`src/sv/cafs_pkg.sv`:
```
// Package for the contrast autofocus scan sequencer: phase codes, widths, constants.
// No dependencies.
package cafs_pkg;
  localparam int POS_BITS     = 10;
  localparam int MEASURE_BITS = 32;
  localparam int CFG_ADDR_BITS = 4;

  typedef enum logic [3:0] {
    PH_TRANSIT, PH_START_IN, PH_SCAN_IN, PH_START_OUT, PH_SCAN_OUT,
    PH_START_FINE, PH_FINE, PH_SET_FOCUS, PH_LOCK, PH_START_DRIFT,
    PH_CONFIRM, PH_DRIFT_PEAK
  } phase_t;

  typedef enum logic [1:0] {
    REG_MAX_POS = 2'd0, REG_MIN_POS = 2'd1, REG_MOVE_STEP = 2'd2, REG_NONE = 2'd3
  } reg_idx_t;

  localparam logic [8:0] MS_100 = 9'd100;
  localparam logic [8:0] MS_150 = 9'd150;
  localparam logic [8:0] MS_250 = 9'd250;
  localparam logic [8:0] MS_300 = 9'd300;
endpackage

```
`src/sv/cafs_if.sv`:
```
// Valid/ready channel interfaces for the autofocus sequencer.
// Depends on cafs_pkg.
interface cafs_in_if (input logic clk);
  logic valid;
  logic ready;
  logic [cafs_pkg::MEASURE_BITS-1:0] focus_measure;
  modport source (output valid, output focus_measure, input ready);
  modport sink (input valid, input focus_measure, output ready);
endinterface

interface cafs_out_if (input logic clk);
  logic valid;
  logic ready;
  logic [cafs_pkg::POS_BITS-1:0] lens_position;
  logic scan_active;
  logic [8:0] frame_interval_ms;
  logic focus_locked;
  modport source (output valid, output lens_position, output scan_active,
                  output frame_interval_ms, output focus_locked, input ready);
  modport sink (input valid, input lens_position, input scan_active,
                input frame_interval_ms, input focus_locked, output ready);
endinterface

```
`src/sv/contrast_autofocus_scan_fsm.sv`:
```
// Contrast autofocus hill-climb sequencer, top level.
// Depends on cafs_pkg and the cafs_in_if / cafs_out_if interfaces.
//
// Usage: one focus_measure word per camera frame enters on in_ch; one result
// word (lens_position, scan_active, frame_interval_ms, focus_locked) leaves on
// out_ch for every input word. Limits and the transit move step are set over
// the APB port (max_position at 0x0, min_position at 0x4, move_step at 0x8)
// while the block is idle; reads return the current values.
// The result is registered at the edge that accepts the input, so it is
// valid in the next cycle. Throughput: one word per cycle while the receiver
// does not stall; the whole update of the phase machine is one short
// combinational pass between the state registers and the output register.
// Stall: a single output register holds the result; a new word is accepted
// whenever that register is empty or is being drained in the same cycle, so
// a stalled receiver stalls the input after one word.
// Reset (rst, synchronous): phase transit, lens at 280, limits 1023/0, step 20.
module contrast_autofocus_scan_fsm (
  input  logic clk,
  input  logic rst,
  cafs_in_if.sink    in_ch,
  cafs_out_if.source out_ch,
  input  logic psel,
  input  logic penable,
  input  logic pwrite,
  input  logic [cafs_pkg::CFG_ADDR_BITS-1:0] paddr,
  input  logic [31:0] pwdata,
  output logic [31:0] prdata,
  output logic pready
);
  localparam int PB = cafs_pkg::POS_BITS;
  localparam int SW = PB + 3;  // signed working width
  localparam int MB = cafs_pkg::MEASURE_BITS;

  // config
  logic [PB-1:0] max_position, min_position;
  logic [7:0] move_step;

  // state
  cafs_pkg::phase_t phase, phase_next;
  logic [PB-1:0] lens_pos, lens_pos_next;
  logic [PB-1:0] transit_target, transit_target_next;
  logic target_is_fine, target_is_fine_next;
  logic [3:0] step_size, step_size_next;
  logic edge_hit, edge_hit_next;
  logic [PB-1:0] window_high, window_high_next, window_low, window_low_next;
  logic [7:0] in_count, in_count_next, in_best_slot, in_best_slot_next;
  logic [MB-1:0] in_best_value, in_best_value_next;
  logic [PB-1:0] in_best_lens, in_best_lens_next;
  logic [7:0] out_count, out_count_next;
  logic [MB-1:0] out_best_value, out_best_value_next;
  logic [PB-1:0] out_best_lens, out_best_lens_next;
  logic [1:0] retry_count, retry_count_next;
  logic drift_inward, drift_inward_next;
  logic scan_flag, scan_flag_next;
  logic [8:0] interval_ms, interval_ms_next;
  logic locked;

  logic accept, out_valid;
  cafs_pkg::reg_idx_t widx;

  assign in_ch.ready = !out_valid || out_ch.ready;
  assign accept = in_ch.valid && in_ch.ready;
  assign pready = 1'b1;

  always_comb begin
    case (paddr[3:2])
      2'd0: widx = cafs_pkg::REG_MAX_POS;
      2'd1: widx = cafs_pkg::REG_MIN_POS;
      2'd2: widx = cafs_pkg::REG_MOVE_STEP;
      default: widx = cafs_pkg::REG_NONE;
    endcase
  end

  always_comb begin
    prdata = '0;
    case (widx)
      cafs_pkg::REG_MAX_POS: prdata[PB-1:0] = max_position;
      cafs_pkg::REG_MIN_POS: prdata[PB-1:0] = min_position;
      cafs_pkg::REG_MOVE_STEP: prdata[7:0] = move_step;
      default: prdata = '0;
    endcase
  end

  always_ff @(posedge clk) begin
    if (rst) begin
      max_position <= '1;
      min_position <= '0;
      move_step <= 8'd20;
    end else if (psel && penable && pwrite) begin
      case (widx)
        cafs_pkg::REG_MAX_POS: max_position <= pwdata[PB-1:0];
        cafs_pkg::REG_MIN_POS: min_position <= pwdata[PB-1:0];
        cafs_pkg::REG_MOVE_STEP: move_step <= pwdata[7:0];
        default: ;
      endcase
    end
  end

  // signed helpers
  logic signed [SW-1:0] smax, smin, slens, swl, sbest, sstep;
  assign smax  = SW'(max_position);
  assign smin  = SW'(min_position);
  assign slens = SW'(lens_pos);
  assign swl   = SW'(window_low);
  assign sbest = SW'(in_best_lens);
  assign sstep = SW'(step_size);

  function automatic logic [PB-1:0] clampw(input logic signed [SW-1:0] v,
                                           input logic signed [SW-1:0] hi,
                                           input logic signed [SW-1:0] lo);
    logic signed [SW-1:0] t;
    t = (v > hi) ? hi : v;
    t = (t < lo) ? lo : t;
    if (t < 0) return '0;
    return t[PB-1:0];
  endfunction

  // clamp lens to 0..POS_MAX
  function automatic logic [PB-1:0] posb(input logic signed [SW-1:0] v);
    if (v < 0) return '0;
    if (v > SW'((1 << PB) - 1)) return '1;
    return v[PB-1:0];
  endfunction

  logic [MB-1:0] meas;
  assign meas = in_ch.focus_measure;

  // running maximum tracker helpers (first max kept)
  logic in_new, out_new;
  logic [7:0] in_cnt_inc, out_cnt_inc, slot_rec;
  assign in_new  = (in_count == 8'd0) || (meas > in_best_value);
  assign out_new = (out_count == 8'd0) || (meas > out_best_value);
  assign in_cnt_inc  = (in_count == 8'hFF) ? in_count : in_count + 8'd1;
  assign out_cnt_inc = (out_count == 8'hFF) ? out_count : out_count + 8'd1;
  // best slot after recording this word
  assign slot_rec = in_new ? in_count : in_best_slot;

  logic signed [SW-1:0] tstp, travel, mag, lp, dn, up;
  logic [7:0] last_slot, slot_gap;
  logic [1:0] rc;
  logic signed [SW-1:0] wh, wlo;
  assign tstp   = (move_step == 8'd0) ? SW'(1) : SW'(move_step);
  assign travel = SW'(transit_target) - slens;
  assign mag    = travel < 0 ? -travel : travel;
  assign dn     = slens - sstep;
  assign up     = slens + sstep;
  assign last_slot = (in_count != 8'd0) ? in_count - 8'd1 : 8'd0;
  assign slot_gap  = in_cnt_inc - slot_rec;

  // next-state
  always_comb begin
    phase_next = phase;
    lp = slens;
    transit_target_next = transit_target;
    target_is_fine_next = target_is_fine;
    step_size_next = step_size;
    edge_hit_next = edge_hit;
    window_high_next = window_high;
    window_low_next = window_low;
    in_count_next = in_count;
    in_best_value_next = in_best_value;
    in_best_slot_next = in_best_slot;
    in_best_lens_next = in_best_lens;
    out_count_next = out_count;
    out_best_value_next = out_best_value;
    out_best_lens_next = out_best_lens;
    retry_count_next = retry_count;
    drift_inward_next = drift_inward;
    scan_flag_next = scan_flag;
    interval_ms_next = interval_ms;
    rc = 2'd0; wh = '0; wlo = '0;

    // trackers record in the scan phases
    if (phase == cafs_pkg::PH_SCAN_IN || phase == cafs_pkg::PH_FINE ||
        phase == cafs_pkg::PH_CONFIRM || phase == cafs_pkg::PH_DRIFT_PEAK) begin
      if (in_new) begin
        in_best_value_next = meas;
        in_best_slot_next = in_count;
        in_best_lens_next = lens_pos;
      end
      in_count_next = in_cnt_inc;
    end
    if (phase == cafs_pkg::PH_SCAN_OUT) begin
      if (out_new) begin
        out_best_value_next = meas;
        out_best_lens_next = lens_pos;
      end
      out_count_next = out_cnt_inc;
    end

    case (phase)
      cafs_pkg::PH_TRANSIT: begin
        scan_flag_next = 1'b0; interval_ms_next = cafs_pkg::MS_250;
        if (mag > tstp) begin
          lp = travel > 0 ? slens + tstp : slens - tstp;
        end else begin
          lp = SW'(transit_target);
          phase_next = target_is_fine ? cafs_pkg::PH_START_FINE : cafs_pkg::PH_START_IN;
        end
      end
      cafs_pkg::PH_START_IN: begin
        in_count_next = '0; in_best_value_next = '0; in_best_slot_next = '0;
        in_best_lens_next = '0;
        step_size_next = 4'd10; lp = smax; edge_hit_next = 1'b0;
        scan_flag_next = 1'b1; interval_ms_next = cafs_pkg::MS_100;
        phase_next = cafs_pkg::PH_SCAN_IN;
      end
      cafs_pkg::PH_SCAN_IN: begin
        if (!edge_hit) lp = dn;
        else begin
          phase_next = cafs_pkg::PH_START_OUT; lp = smin;
        end
        if (lp <= smin) begin
          edge_hit_next = 1'b1; lp = smin;
        end
      end
      cafs_pkg::PH_START_OUT: begin
        out_count_next = '0; out_best_value_next = '0; out_best_lens_next = '0;
        step_size_next = 4'd10; lp = smin; edge_hit_next = 1'b0;
        scan_flag_next = 1'b1; interval_ms_next = cafs_pkg::MS_100;
        phase_next = cafs_pkg::PH_SCAN_OUT;
      end
      cafs_pkg::PH_SCAN_OUT: begin
        if (!edge_hit) lp = up;
        else begin
          window_high_next = clampw(sbest + SW'(10), smax, smin);
          window_low_next = clampw(SW'(out_best_lens) - SW'(10), smax, smin);
          transit_target_next = window_high_next;
          target_is_fine_next = 1'b1;
          phase_next = cafs_pkg::PH_TRANSIT;
          lp = smax;
        end
        if (lp >= smax) begin
          edge_hit_next = 1'b1; lp = smax;
        end
      end
      cafs_pkg::PH_START_FINE: begin
        in_count_next = '0; in_best_value_next = '0; in_best_slot_next = '0;
        in_best_lens_next = '0;
        out_count_next = '0; out_best_value_next = '0; out_best_lens_next = '0;
        step_size_next = 4'd2; lp = SW'(window_high); edge_hit_next = 1'b0;
        scan_flag_next = 1'b1; interval_ms_next = cafs_pkg::MS_150;
        phase_next = cafs_pkg::PH_FINE;
      end
      cafs_pkg::PH_FINE: begin
        if (!edge_hit) lp = dn;
        else begin
          phase_next = cafs_pkg::PH_SET_FOCUS; lp = swl;
        end
        if (lp <= swl) begin
          edge_hit_next = 1'b1; lp = swl;
        end
      end
      cafs_pkg::PH_SET_FOCUS: begin
        if (in_best_slot == 8'd0 || in_best_slot == last_slot) begin
          rc = retry_count + 2'd1;
          if (in_best_slot == 8'd0) begin
            wh = sbest + SW'(40); wlo = sbest;
          end else begin
            wh = sbest; wlo = sbest - SW'(40);
          end
        end else begin
          rc = 2'd0; wh = sbest + SW'(20); wlo = sbest - SW'(20);
        end
        window_high_next = clampw(wh, smax, smin);
        window_low_next = clampw(wlo, smax, smin);
        lp = sbest;
        retry_count_next = rc;
        if (rc == 2'd0) begin
          scan_flag_next = 1'b1; interval_ms_next = cafs_pkg::MS_300;
          phase_next = cafs_pkg::PH_LOCK;
        end else if (rc > 2'd2) begin
          retry_count_next = 2'd0;
          target_is_fine_next = 1'b0; transit_target_next = max_position;
          phase_next = cafs_pkg::PH_TRANSIT;
        end else begin
          phase_next = cafs_pkg::PH_START_FINE;
        end
      end
      cafs_pkg::PH_LOCK: begin
        scan_flag_next = 1'b0; interval_ms_next = cafs_pkg::MS_250;
        phase_next = cafs_pkg::PH_START_DRIFT;
      end
      cafs_pkg::PH_START_DRIFT: begin
        in_count_next = '0; in_best_value_next = '0; in_best_slot_next = '0;
        in_best_lens_next = '0;
        out_count_next = '0; out_best_value_next = '0; out_best_lens_next = '0;
        step_size_next = 4'd5; edge_hit_next = 1'b0; drift_inward_next = 1'b1;
        scan_flag_next = 1'b1; interval_ms_next = cafs_pkg::MS_150;
        phase_next = cafs_pkg::PH_CONFIRM;
      end
      cafs_pkg::PH_CONFIRM: begin
        if (in_cnt_inc >= 8'd5) begin
          if (slot_rec <= 8'd2) begin
            drift_inward_next = 1'b0;
            in_count_next = '0; in_best_value_next = '0; in_best_slot_next = '0;
            in_best_lens_next = '0;
          end
          phase_next = cafs_pkg::PH_DRIFT_PEAK;
        end
        lp = dn;
        if (lp < smin) begin
          lp = smin;
          target_is_fine_next = 1'b0; transit_target_next = max_position;
          phase_next = cafs_pkg::PH_TRANSIT;
        end
      end
      default: begin
        if (slot_gap < 8'd5) begin
          if (drift_inward) begin
            lp = dn;
            if (lp < smin) begin
              edge_hit_next = 1'b1; lp = smin;
            end
          end else begin
            lp = up;
            if (lp > smax) begin
              edge_hit_next = 1'b1; lp = smax;
            end
          end
          if (in_cnt_inc > 8'd50 || edge_hit_next) begin
            target_is_fine_next = 1'b0; transit_target_next = max_position;
            phase_next = cafs_pkg::PH_TRANSIT;
          end
        end else begin
          lp = SW'(in_best_lens_next);
          scan_flag_next = 1'b1; interval_ms_next = cafs_pkg::MS_300;
          phase_next = cafs_pkg::PH_LOCK;
        end
      end
    endcase
    lens_pos_next = posb(lp);
  end

  // outputs of the phase machine
  always_comb begin
    case (phase)
      cafs_pkg::PH_LOCK: locked = 1'b1;
      default: locked = 1'b0;
    endcase
  end

  always_ff @(posedge clk) begin
    if (rst) begin
      phase <= cafs_pkg::PH_TRANSIT;
      lens_pos <= PB'(280);
      transit_target <= '1;
      target_is_fine <= 1'b0;
      step_size <= 4'd10;
      edge_hit <= 1'b0;
      window_high <= '0;
      window_low <= '0;
      in_count <= '0;
      in_best_value <= '0;
      in_best_slot <= '0;
      in_best_lens <= '0;
      out_count <= '0;
      out_best_value <= '0;
      out_best_lens <= '0;
      retry_count <= '0;
      drift_inward <= 1'b1;
      scan_flag <= 1'b0;
      interval_ms <= cafs_pkg::MS_250;
    end else if (accept) begin
      phase <= phase_next;
      lens_pos <= lens_pos_next;
      transit_target <= transit_target_next;
      target_is_fine <= target_is_fine_next;
      step_size <= step_size_next;
      edge_hit <= edge_hit_next;
      window_high <= window_high_next;
      window_low <= window_low_next;
      in_count <= in_count_next;
      in_best_value <= in_best_value_next;
      in_best_slot <= in_best_slot_next;
      in_best_lens <= in_best_lens_next;
      out_count <= out_count_next;
      out_best_value <= out_best_value_next;
      out_best_lens <= out_best_lens_next;
      retry_count <= retry_count_next;
      drift_inward <= drift_inward_next;
      scan_flag <= scan_flag_next;
      interval_ms <= interval_ms_next;
    end
  end

  // output register
  always_ff @(posedge clk) begin
    if (rst) out_valid <= 1'b0;
    else if (accept) out_valid <= 1'b1;
    else if (out_ch.ready) out_valid <= 1'b0;
  end

  always_ff @(posedge clk) begin
    if (accept) begin
      out_ch.lens_position <= lens_pos_next;
      out_ch.scan_active <= scan_flag_next;
      out_ch.frame_interval_ms <= interval_ms_next;
      out_ch.focus_locked <= locked;
    end
  end
  assign out_ch.valid = out_valid;

  // checks
  a_hold: assert property (@(posedge clk) disable iff (rst)
    out_valid && !out_ch.ready |=> out_valid && $stable(out_ch.lens_position))
    else $error("result changed while stalled");
  a_lock_pulse: assert property (@(posedge clk) disable iff (rst)
    accept && phase == cafs_pkg::PH_LOCK |=> phase == cafs_pkg::PH_START_DRIFT)
    else $error("lock not followed by drift start");
  a_lock_flags: assert property (@(posedge clk) disable iff (rst)
    accept && locked |=> !out_ch.scan_active && out_ch.frame_interval_ms == cafs_pkg::MS_250)
    else $error("locked result has wrong flags");
  a_no_accept_stall: assert property (@(posedge clk) disable iff (rst)
    out_valid && !out_ch.ready |-> !in_ch.ready)
    else $error("accepted while result stalled");
endmodule

```
`src/flat_wrapper.sv`:
```
// flat-port wrapper written by rule: the top's interface ports become plain ports
module contrast_autofocus_scan_fsm_flat 
  (clk, rst, psel, penable, pwrite, paddr, pwdata, prdata, pready, in_ch_valid, in_ch_focus_measure, in_ch_ready, out_ch_valid, out_ch_lens_position, out_ch_scan_active, out_ch_frame_interval_ms, out_ch_focus_locked, out_ch_ready);
  cafs_in_if in_ch_i (.clk(clk));
  cafs_out_if out_ch_i (.clk(clk));
  input  logic clk;
  input  logic rst;
  input  logic psel;
  input  logic penable;
  input  logic pwrite;
  input  logic [cafs_pkg::CFG_ADDR_BITS-1:0] paddr;
  input  logic [31:0] pwdata;
  output logic [31:0] prdata;
  output logic pready;
  input wire logic [$bits(in_ch_i.valid)-1:0] in_ch_valid;
  input wire logic [$bits(in_ch_i.focus_measure)-1:0] in_ch_focus_measure;
  output wire logic [$bits(in_ch_i.ready)-1:0] in_ch_ready;
  output wire logic [$bits(out_ch_i.valid)-1:0] out_ch_valid;
  output wire logic [$bits(out_ch_i.lens_position)-1:0] out_ch_lens_position;
  output wire logic [$bits(out_ch_i.scan_active)-1:0] out_ch_scan_active;
  output wire logic [$bits(out_ch_i.frame_interval_ms)-1:0] out_ch_frame_interval_ms;
  output wire logic [$bits(out_ch_i.focus_locked)-1:0] out_ch_focus_locked;
  input wire logic [$bits(out_ch_i.ready)-1:0] out_ch_ready;
  assign in_ch_i.valid = in_ch_valid;
  assign in_ch_i.focus_measure = in_ch_focus_measure;
  assign in_ch_ready = in_ch_i.ready;
  assign out_ch_valid = out_ch_i.valid;
  assign out_ch_lens_position = out_ch_i.lens_position;
  assign out_ch_scan_active = out_ch_i.scan_active;
  assign out_ch_frame_interval_ms = out_ch_i.frame_interval_ms;
  assign out_ch_focus_locked = out_ch_i.focus_locked;
  assign out_ch_i.ready = out_ch_ready;
  contrast_autofocus_scan_fsm u_core (.clk(clk), .rst(rst), .in_ch(in_ch_i), .out_ch(out_ch_i), .psel(psel), .penable(penable), .pwrite(pwrite), .paddr(paddr), .pwdata(pwdata), .prdata(prdata), .pready(pready));
endmodule
```
`config.mk`:
```
export PLATFORM = sky130hd
export DESIGN_NAME = contrast_autofocus_scan_fsm_flat
export DESIGN_NICKNAME = d
export VERILOG_FILES = /design/src/sv/cafs_pkg.sv /design/src/sv/cafs_if.sv /design/src/sv/contrast_autofocus_scan_fsm.sv /design/src/flat_wrapper.sv
export SDC_FILE = /design/constraint.sdc
export NUM_CORES = 1
export LEC_CHECK = 0
export BUFFER_PORTS_ARGS = -buffer_cell sky130_fd_sc_hd__buf_2
export CORE_ASPECT_RATIO = 1.25
export CORE_MARGIN = 4
export CORE_UTILIZATION = 57
export DETAILED_ROUTE_END_ITERATION = 10
export PLACE_DENSITY_LB_ADDON = 0.1
export SYNTH_ARGS = -nofsm -noshare
export SYNTH_HDL_FRONTEND = slang
export SYNTH_SLANG_ARGS = --single-unit
```
`constraint.sdc`:
```
create_clock -name clk -period 7.7 [get_ports clk]
set_clock_uncertainty 0.15 [all_clocks]
set_input_delay 1.54 -clock clk [delete_from_list [all_inputs] [get_ports clk]]
set_output_delay 1.54 -clock clk [all_outputs]
set_load 0.005 [all_outputs]
```
==> results summary <==
The initial detailed-routing violation count is 1892. The worst max-slew margin expressed relative to the limit is 20.6%. Counting flops and latches in the post-synthesis netlist gives 220. The worst hold path belongs to the class flip-flop to flip-flop.

The sum of routed wire length over all layers is 72700 um. The power density of the placed cells is 245 nW/um^2. The area share of the leading cell type in the synthesized netlist came out at 19.9%. Measured on the finished design, the core utilization comes to 63.8%. The count of different cell masters after synthesis is 85. Averaged over all synthesized cells, the footprint is 7.81 um^2. The synthesis-to-finish area growth is 10.3%. The deepest clock path buffer count came out at 3.

The initial standard-cell utilization of the core came out at 57.8%. For this run, the number of Yosys warnings is 0. The final weighted congestion of routability-driven global placement is 1.04. The die is 176 um wide. The maximum fanout along the worst path came out at 6. The worst hold path begins at u_core.interval_ms[2]. The share of cells above drive strength 1 came out at 11.2%. The final setup violation count came out at 0. The type of the setup path with the least slack is flip-flop to flip-flop. The count of flip-flops with a built-in enable after synthesis came out at 21. Max-cap violations in this run came to 0. The number of antenna violations at the first check in global routing is 1. The worst register-to-register path begins at u_core.in_count[3]. The average wire per cell in the routed design is 23.3 um. In this run the vertical extent of the chip is 218 um. The biggest area contributor in the post-synthesis netlist is sky130_fd_sc_hd__dfxtp_1. Yosys attributes the largest share of cell area to sky130_fd_sc_hd__dfxtp_1, sky130_fd_sc_hd__ha_1, sky130_fd_sc_hd__nor2_1, sky130_fd_sc_hd__mux2i_1, sky130_fd_sc_hd__a21oi_1. The via count is 20250. In the synthesized netlist the dominant register cell turns out to be sky130_fd_sc_hd__dfxtp_1. The worst register-to-register path ends at u_core.window_low[4].

The run finished with clean final reports. The minimum clock period came out at 7.39 ns. Global routing finished with a remaining overflow of 0. The worst-case IR drop observed on VDD is 198 uV. The number of buffers created by CTS came out at 25. The data required time of the worst path is 8.01 ns. The final clock period utilization by the worst path came out at 95.9%.

The number of design rule violations left after detail routing came out at 0. The register-to-register path setup slack is 0.31 ns. The number of antenna diodes in the final layout is 0. Among all cell types in the netlist, the one instantiated most often is sky130_fd_sc_hd__nor2_1. The number of cells traversed by the worst hold path is 2. The leakage power is 9.48 nW. The worst endpoint data arrival time came out at 7.69 ns. The HPWL after detailed placement came out at 54800 um. The area of the placeable core is 34600 um^2.

Counting cells, the worst reg-to-reg path comes to 31. The post-synthesis instance area is 20000 um^2. Setup slack on the critical path of the routed design comes to 0.314 ns.

The I/O pin count came out at 131. After clock tree synthesis, the clock-pin slew on the worst setup and hold paths is 0.07 ns. The maximum clock rate came out at 0.135 GHz. The cell count after synthesis came out at 2563. The area of the die came out at 38200 um^2.

The number of core rows is 76. The post-placement setup slack is 0.0159 ns. Global routing used 36.8% of the available tracks.

The first TritonRoute pass finished after 9 iterations. The slowest stage cell on the critical path is sky130_fd_sc_hd__or4_4. The maximum number of pins on one net before global-route repair is 65. The count of final hold-check violations is 0.

The commonest cells after synthesis are sky130_fd_sc_hd__nor2_1, sky130_fd_sc_hd__ha_1, sky130_fd_sc_hd__dfxtp_1. The later pin in the worst-skew pair is clocked with a latency of 0.55 ns. The worst hold path terminates at u_core.interval_ms[2]. The dominant cell type by count on the critical path is sky130_fd_sc_hd__o21ai_0. The overall power consumption came out at 5.42 mW. The total number of clock tree sinks came out at 220. The tree is rooted in a sky130_fd_sc_hd__clkbuf_16. The worst setup path is captured at a flip-flop. The slew at the pin closest to its max-slew limit is 1.18 ns. The largest incremental delay on the critical path came out at 0.56 ns. After synthesis, flip-flops and latches occupy 23.0% of the total area.

The proportion of synthesized flip-flops having asynchronous set or reset came out at 0%. The number of slew-limit violations in the final report is 0. The count of nets left with antenna violations once routing finished came out at 0. The count of buffers from port buffering is 83.

The largest registers in the layout are u_core.in_best_value x32, u_core.out_best_value x32. The final net count is 2964. The post-cts hold buffer count is 0.

The total number of H-tree levels is 1. TritonCTS built the clock tree. STA classifies the critical path startpoint as a flip-flop. The via count of the first global-routing pass came out at 19710. The first global-routing pass estimated 111000 um of wire. The number of vias per cell after detailed routing is 6.50.
==> timing repair <==
action / in CTS / in global routing
buffers inserted: 0 / 5
gates cloned: 0 / 1
pin swaps: 0 / 6
endpoints found under the setup margin: 2 / 9
gates resized for setup: 1 / 27
==> where the power goes <==
group / internal, mW / switching, mW / total [mW]
registers: 1.26 / 0.119 / 1.38
logic: 1.12 / 1.77 / 2.89
clock network: 0.646 / 0.507 / 1.15
total: 3.03 / 2.39 / 5.42
==> worst max-delay path: cells and delay by family, from the launching register on <==
family	cells	cell delay [ns]
AO/OA/AOI/OAI	14	2.36
AND/OR/NAND/NOR	9	2.34
adder cells (fa/ha/maj)	3	0.90
buffers and inverters	3	0.43
multiplexers	1	0.40
XOR/XNOR	1	0.36
flip-flops	1	0.35
==> routing by layer <==
metal | GRT usage, % | wire length (um) | vias to the layer above
met5 | 0 | 0 | -
met4 | 24.5 | 5900 | 0
met3 | 6.71 | 6230 | 311
met2 | 61.2 | 33500 | 993
met1 | 43.3 | 27000 | 9516
li1 | - | - | 9430
==> how the worst max path moves through the flow <==
stage | to | start | slack [ns] | cells past startpoint
floorplan | u_core.window_low[2] | u_core.in_count[0] | 0.52 | 34
global placement | u_core.lens_pos[3] | in_ch_focus_measure[15] | 0.16 | 23
detailed placement | u_core.window_low[9] | u_core.in_count[1] | 0.02 | 34
CTS | u_core.window_low[9] | u_core.in_count[0] | 0.11 | 33
global route | u_core.window_low[4] | u_core.in_count[3] | -0.01 | 32
finish | u_core.window_low[4] | u_core.in_count[3] | 0.31 | 31
==> cells by family (layout without fill, tap and decap cells) <==
kind of cell | after synthesis | after routing | synth area share (%)
other | 2 | 23 | 0.0375
flip-flops | 220 | 220 | 23.0
adder cells (fa/ha/maj) | 263 | 263 | 16.7
XOR/XNOR | 79 | 79 | 3.46
AND/OR/NAND/NOR | 768 | 768 | 17.7
AO/OA/AOI/OAI | 761 | 761 | 25.6
multiplexers | 125 | 125 | 6.52
buffers and inverters | 345 | 406 | 6.99
==> cell type report <==
class	count	area, um^2
fill	3142	12500
timing repair buffer	180	1170
tap	468	586
sequential	220	4620
clock buffer	31	658
multi-input combinational	2019	14300
clock inverter	15	120
inverter	180	676
==> cell usage in the layout, fill, tap and decap left out, types with 30 or more instances in the layout <==
| master | instances |
|---|---|
| sky130_fd_sc_hd__a21o_1 | 50 |
| sky130_fd_sc_hd__a21oi_1 | 183 |
| sky130_fd_sc_hd__a22o_1 | 46 |
| sky130_fd_sc_hd__a22oi_1 | 64 |
| sky130_fd_sc_hd__buf_2 | 83 |
| sky130_fd_sc_hd__buf_4 | 93 |
| sky130_fd_sc_hd__dfxtp_1 | 198 |
| sky130_fd_sc_hd__ha_1 | 254 |
| sky130_fd_sc_hd__inv_1 | 174 |
| sky130_fd_sc_hd__mux2i_1 | 93 |
| sky130_fd_sc_hd__nand2_1 | 181 |
| sky130_fd_sc_hd__nand3_1 | 30 |
| sky130_fd_sc_hd__nand4_1 | 40 |
| sky130_fd_sc_hd__nor2_1 | 311 |
| sky130_fd_sc_hd__nor3_1 | 53 |
| sky130_fd_sc_hd__o21a_1 | 30 |
| sky130_fd_sc_hd__o21ai_0 | 149 |
| sky130_fd_sc_hd__xnor2_1 | 46 |
| sky130_fd_sc_hd__xor2_1 | 31 |
==> through the flow <==
step / hold WS, ns / area, um^2 / cells / setup TNS (ns)
global placement: 0.290 / 21100 / 3061 / 0
detailed placement: 0.303 / 21100 / 3061 / 0
global route: 0.334 / 22100 / 3113 / -0.0156
finish: 0.303 / 22100 / 3113 / 0
floorplan: 0.283 / 20100 / 2584 / 0
CTS: 0.312 / 21900 / 3107 / 0
Power figures use the tool's default switching activity.
